$ cat src/rtl/core/pse_pkg.sv
// Package for the power series evaluator.
// Holds shared constants, status codes, sequencer states and the
// request/response structs of the shared multiply-divide unit.
package pse_pkg;

  localparam int unsigned PSE_MAX_TERMS_DEF = 256;
  localparam int unsigned EPS_W = 48;
  localparam logic [EPS_W-1:0] EPS_RESET = 48'd4295;

  localparam logic [63:0] ONE_Q32 = 64'h0000_0001_0000_0000;
  localparam logic [31:0] ONE_Q16 = 32'h0001_0000;

  // Result status codes
  localparam logic [1:0] STAT_OK     = 2'd0;
  localparam logic [1:0] STAT_DOMAIN = 2'd1;
  localparam logic [1:0] STAT_LIMIT  = 2'd2;
  localparam logic [1:0] STAT_OVF    = 2'd3;

  // Series select codes
  localparam logic [1:0] MODE_EXP  = 2'd0;
  localparam logic [1:0] MODE_COS  = 2'd1;
  localparam logic [1:0] MODE_CUBE = 2'd2;
  localparam logic [1:0] MODE_DFAC = 2'd3;

  typedef enum logic [2:0] {
    ST_IDLE,
    ST_LOOP,
    ST_COEF_A,
    ST_COEF_B,
    ST_MD_RUN,
    ST_ADD,
    ST_DONE
  } seq_state_t;

  typedef enum logic [1:0] {
    MD_IDLE,
    MD_MUL,
    MD_DIV
  } md_state_t;

  typedef struct packed {
    logic        start;
    logic [63:0] a;
    logic [63:0] b;
    logic [63:0] d;
  } md_req_t;

  typedef struct packed {
    logic        done;
    logic [63:0] q;
    logic        ovf;
  } md_rsp_t;

endpackage

$ cat src/rtl/core/pse_muldiv.sv
// Shared multiply-divide unit: q = floor(a*b/d), flags a quotient above 64 bits.
// Multiplies in four 32x32 partial products, then divides one bit a cycle.
// Depends on pse_pkg.
module pse_muldiv
  import pse_pkg::*;
(
  input  logic    clk,
  input  logic    rst_n,
  input  md_req_t req,
  output md_rsp_t rsp
);

  md_state_t    state_r;
  logic [63:0]  a_r, b_r, d_r;
  logic [127:0] acc_r;
  logic [63:0]  rem_r, q_r;
  logic         ovf_r, done_r;
  logic [1:0]   mcnt_r;
  logic [6:0]   dcnt_r;

  logic [31:0]  a_half, b_half;
  logic [63:0]  pp;
  logic [127:0] pp_sh;
  logic [64:0]  rem_ext, rem_diff;
  logic         ge;

  // Select the partial product and its weight
  always_comb begin
    a_half = mcnt_r[1] ? a_r[63:32] : a_r[31:0];
    b_half = mcnt_r[0] ? b_r[63:32] : b_r[31:0];
    pp     = 64'(a_half) * 64'(b_half);
    case (2'(mcnt_r[1]) + 2'(mcnt_r[0]))
      2'd0:    pp_sh = {64'b0, pp};
      2'd1:    pp_sh = {32'b0, pp, 32'b0};
      default: pp_sh = {pp, 64'b0};
    endcase
  end

  // One restoring division step
  always_comb begin
    rem_ext  = {rem_r, acc_r[127]};
    rem_diff = rem_ext - {1'b0, d_r};
    ge       = (rem_ext >= {1'b0, d_r});
  end

  always_ff @(posedge clk) begin
    if (!rst_n) begin
      state_r <= MD_IDLE;
      done_r  <= 1'b0;
    end else begin
      done_r <= 1'b0;
      unique case (state_r)
        MD_IDLE: begin
          if (req.start) begin
            a_r     <= req.a;
            b_r     <= req.b;
            d_r     <= req.d;
            acc_r   <= '0;
            mcnt_r  <= '0;
            state_r <= MD_MUL;
          end
        end
        MD_MUL: begin
          acc_r  <= acc_r + pp_sh;
          mcnt_r <= mcnt_r + 2'd1;
          if (mcnt_r == 2'd3) begin
            rem_r   <= '0;
            q_r     <= '0;
            ovf_r   <= 1'b0;
            dcnt_r  <= '0;
            state_r <= MD_DIV;
          end
        end
        MD_DIV: begin
          rem_r  <= ge ? rem_diff[63:0] : rem_ext[63:0];
          q_r    <= {q_r[62:0], ge};
          if (ge && !dcnt_r[6]) ovf_r <= 1'b1;
          acc_r  <= {acc_r[126:0], 1'b0};
          dcnt_r <= dcnt_r + 7'd1;
          if (dcnt_r == 7'd127) begin
            done_r  <= 1'b1;
            state_r <= MD_IDLE;
          end
        end
        default: state_r <= MD_IDLE;
      endcase
    end
  end

  assign rsp.done = done_r;
  assign rsp.q    = q_r;
  assign rsp.ovf  = ovf_r;

endmodule
$ cat config.mk
export PLATFORM = sky130hd
export DESIGN_NAME = pse_muldiv
export DESIGN_NICKNAME = d
export VERILOG_FILES = /design/src/rtl/core/pse_pkg.sv /design/src/rtl/core/pse_muldiv.sv
export SDC_FILE = /design/constraint.sdc
export NUM_CORES = 2
export LEC_CHECK = 0
export ABC_CLOCK_PERIOD_IN_PS = 16700
export BUFFER_PORTS_ARGS = -buffer_cell sky130_fd_sc_hd__buf_4
export CORE_UTILIZATION = 40
export CTS_BUF_LIST = sky130_fd_sc_hd__clkbuf_4 sky130_fd_sc_hd__clkbuf_8
export DETAILED_ROUTE_END_ITERATION = 10
export PLACE_DENSITY = 0.53
export SYNTH_ARGS = -nofsm -noshare
export SYNTH_HDL_FRONTEND = slang
export SYNTH_SLANG_ARGS = --single-unit
$ cat constraint.sdc
create_clock -name clk -period 16.7 [get_ports clk]
set_input_delay 1.67 -clock clk [delete_from_list [all_inputs] [get_ports clk]]
set_output_delay 1.67 -clock clk [all_outputs]
set_load 0.05 [all_outputs]
==> results.txt <==
Status - completed
Most used DFF post-synth - edfxtp_1
Slew @ Worst Pin - 1.39 ns
Drt first-iter violations - 3496
Final setup viols - 0
Hold_buf cts - 0
Synth area leader - fa_1
Drt first pass iters - 8
Average wire per standard cell - 24.3 µm
Final count of pins violating max slew - 0
Gr ovfl total - 0
Asr flop ratio synth - 0
Post-CTS repair timing setup buffer count - 0
Final WL - 222000 µm
Layout Nets - 8561
Slew headroom - 0.0550
Cell mode on critical path - fa_1
Most common cell after layout, fill and taps aside - inv_1
Worst path buffer plus inverter count - 5
Most frequent cells in the layout - 987 x inv_1, 898 x fa_1, 859 x nand2_1, 775 x nor2_1, 460 x ha_1
Hold/Removal Path Class - flip-flop to flip-flop
Synth Net Count - 8484
Critical path capture point type - flip-flop
Final hold violations - 0
Skew final - 0.0813 ns
CP arrival - 15.79 ns
CTS buffer count - 90
Seq cells post-synth - 461
Post-synth EDFFs - 458
DPL Wire Length - 175000 µm
Root Buffer Master - clkbuf_8
Slowest stage delay, CP - 1.16 ns
Post-placement setup slack - 1.92 ns
Via/cell ratio - 5.58
DIE AREA - 160000 µm²
Die height - 400 µm
Fin crit period - 15.24 ns
Initial Utilization - 0.404
IO Pins - 261
Final period utilization - 0.913
Area share of the largest cell type after synthesis - 0.284
Max Fclk - 65.6 MHz
Cell Area, Synth - 63300 µm²
DRC Markers - 0
Synth-to-layout area growth - 9.28%
TritonCTS clock tree - done
Max-Cap Viols - 0
GPL Wtd Cong - 0.939
RSZ-0062 raised after global routing - false
Vias in the first global route - 52900
Initial antenna violation count - 18
I/O Buffers - 260
CP delay by family, top - adder cells
Syn. warnings - 0
Setup CP Type - flip-flop to flip-flop
Final ANT Viol Nets - 0
Setup TNS - 0 ns
Min setup slack post-route - 1.46 ns
H-Tree Depth - 3
Slowest stage cell, crit path - mux2i_2
Total Routing Usage GR - 0.281
Pin count of the biggest net entering global routing - 102
Post-synth cell types - 89
Avg Inst Size Synth - 9.13 µm²
CTS max path bufs - 3
Die W - 400 µm
Clock latency on the worst-skew pair - 0.86 ns
Share of layout cells above drive strength 1 - 0.0913
Clk sink count - 461
Placeable Area - 157000 µm²
Seq/Total Area, Yosys - 0.218
Reg clk slew, reported paths - 0.06 ns
First-pass GRT wire length - 335000 µm
Rows - 145
Via count - 51000
Synth area leaders - fa_1 28%, edfxtp_1 22%, ha_1 9.1%, inv_1 5.9%, nand2_1 5.1%
CTS resizes - 0
Startpoint Class - flip-flop
Mapped Cells - 6930
Worst EP required - 17.25 ns
Worst-path fanout max - 19
-- synth_stat cells (all sizes together) (11+ instances only) --
| library cell | number |
|---|---|
| buf | 57 |
| mux2 | 61 |
| nor3 | 40 |
| inv | 987 |
| a221oi | 14 |
| fa | 898 |
| o221ai | 11 |
| edfxtp | 458 |
| a21oi | 321 |
| xor2 | 110 |
| o211ai | 23 |
| nor2 | 777 |
| a31oi | 34 |
| or2 | 13 |
| a21o | 165 |
| nand2 | 861 |
| nand4 | 101 |
| xnor2 | 139 |
| o21ai | 380 |
| and2 | 176 |
| ha | 461 |
| o21bai | 76 |
| nor4 | 12 |
| a21boi | 17 |
| a211oi | 19 |
| a22o | 15 |
| and3 | 34 |
| nand2b | 32 |
| clkbuf | 301 |
| o21a | 24 |
| nor2b | 33 |
| o31ai | 30 |
| mux2i | 69 |
| nand3 | 57 |
-- flip-flops by register name, indices dropped and copies added, names as in the netlist --
signal / cells
a_r: 64
state_r: 2
q_r: 64
mcnt_r: 2
d_r: 64
done_r: 1
ovf_r: 1
dcnt_r: 7
acc_r: 128
rem_r: 64
b_r: 64
-- layout make-up --
type / instances / area (µm²)
well taps: 2058 / 2570
repair buffers: 343 / 2590
inverters: 988 / 3710
diodes: 2 / 5.00
multi-input cells: 5123 / 44600
clock inverters: 50 / 418
fillers: 15500 / 87400
flip-flops and latches: 461 / 13800
clock buffers: 113 / 1410
-- metrics by stage --
step,hold slack (ns),std cells,util,instance area [µm²]
after CTS,0.510,9136,0.442,69200
after global routing,0.554,9138,0.442,69200
final,0.511,9138,0.442,69200
after global placement,0.488,8973,0.430,67300
after detailed placement,0.495,8973,0.430,67300
after floorplan,0.465,6930,-,63300
-- routing by layer --
metal,track usage,wire length (µm),up-vias
li1,-,-,22800
met1,0.374,94800,25800
met2,0.451,102000,1912
met3,0.0553,16600,412
met4,0.107,9070,26
met5,0,170,-
-- final timing paths --
kind         startpoint         end  slack (ns)  cells after the start
max           mcnt_r[0]   acc_r[96]        1.46                     40
min reg2reg  state_r[0]  state_r[0]        0.51                      2
min          state_r[0]  state_r[0]        0.51                      2
max reg2reg   mcnt_r[0]   acc_r[96]        1.46                     40
-- worst reg2reg max path, delay by kind of cell (launching register included) --
family / cells / cell delay, ns
AOI/OAI and AO/OA: 15 / 4.32
and+or+nand+nor: 7 / 2.10
muxes: 1 / 1.19
buffers and inverters: 5 / 0.75
xor gates and xnor gates: 2 / 0.56
DFF: 1 / 1.07
adders and majority gates: 10 / 4.98
-- cell families after synthesis --
| family | after synthesis | synth area share |
|---|---|---|
| adder cells (fa/ha/maj) | 1359 | 0.375 |
| AO/OA/AOI/OAI | 1205 | 0.118 |
| XOR/XNOR | 249 | 0.0345 |
| flip-flops | 461 | 0.218 |
| AND/OR/NAND/NOR | 2180 | 0.150 |
| multiplexers | 130 | 0.0218 |
| buffers and inverters | 1346 | 0.0817 |
Power is not shown: default switching activity piles up to over one toggle a cycle in this logic, so the estimate is an artifact.
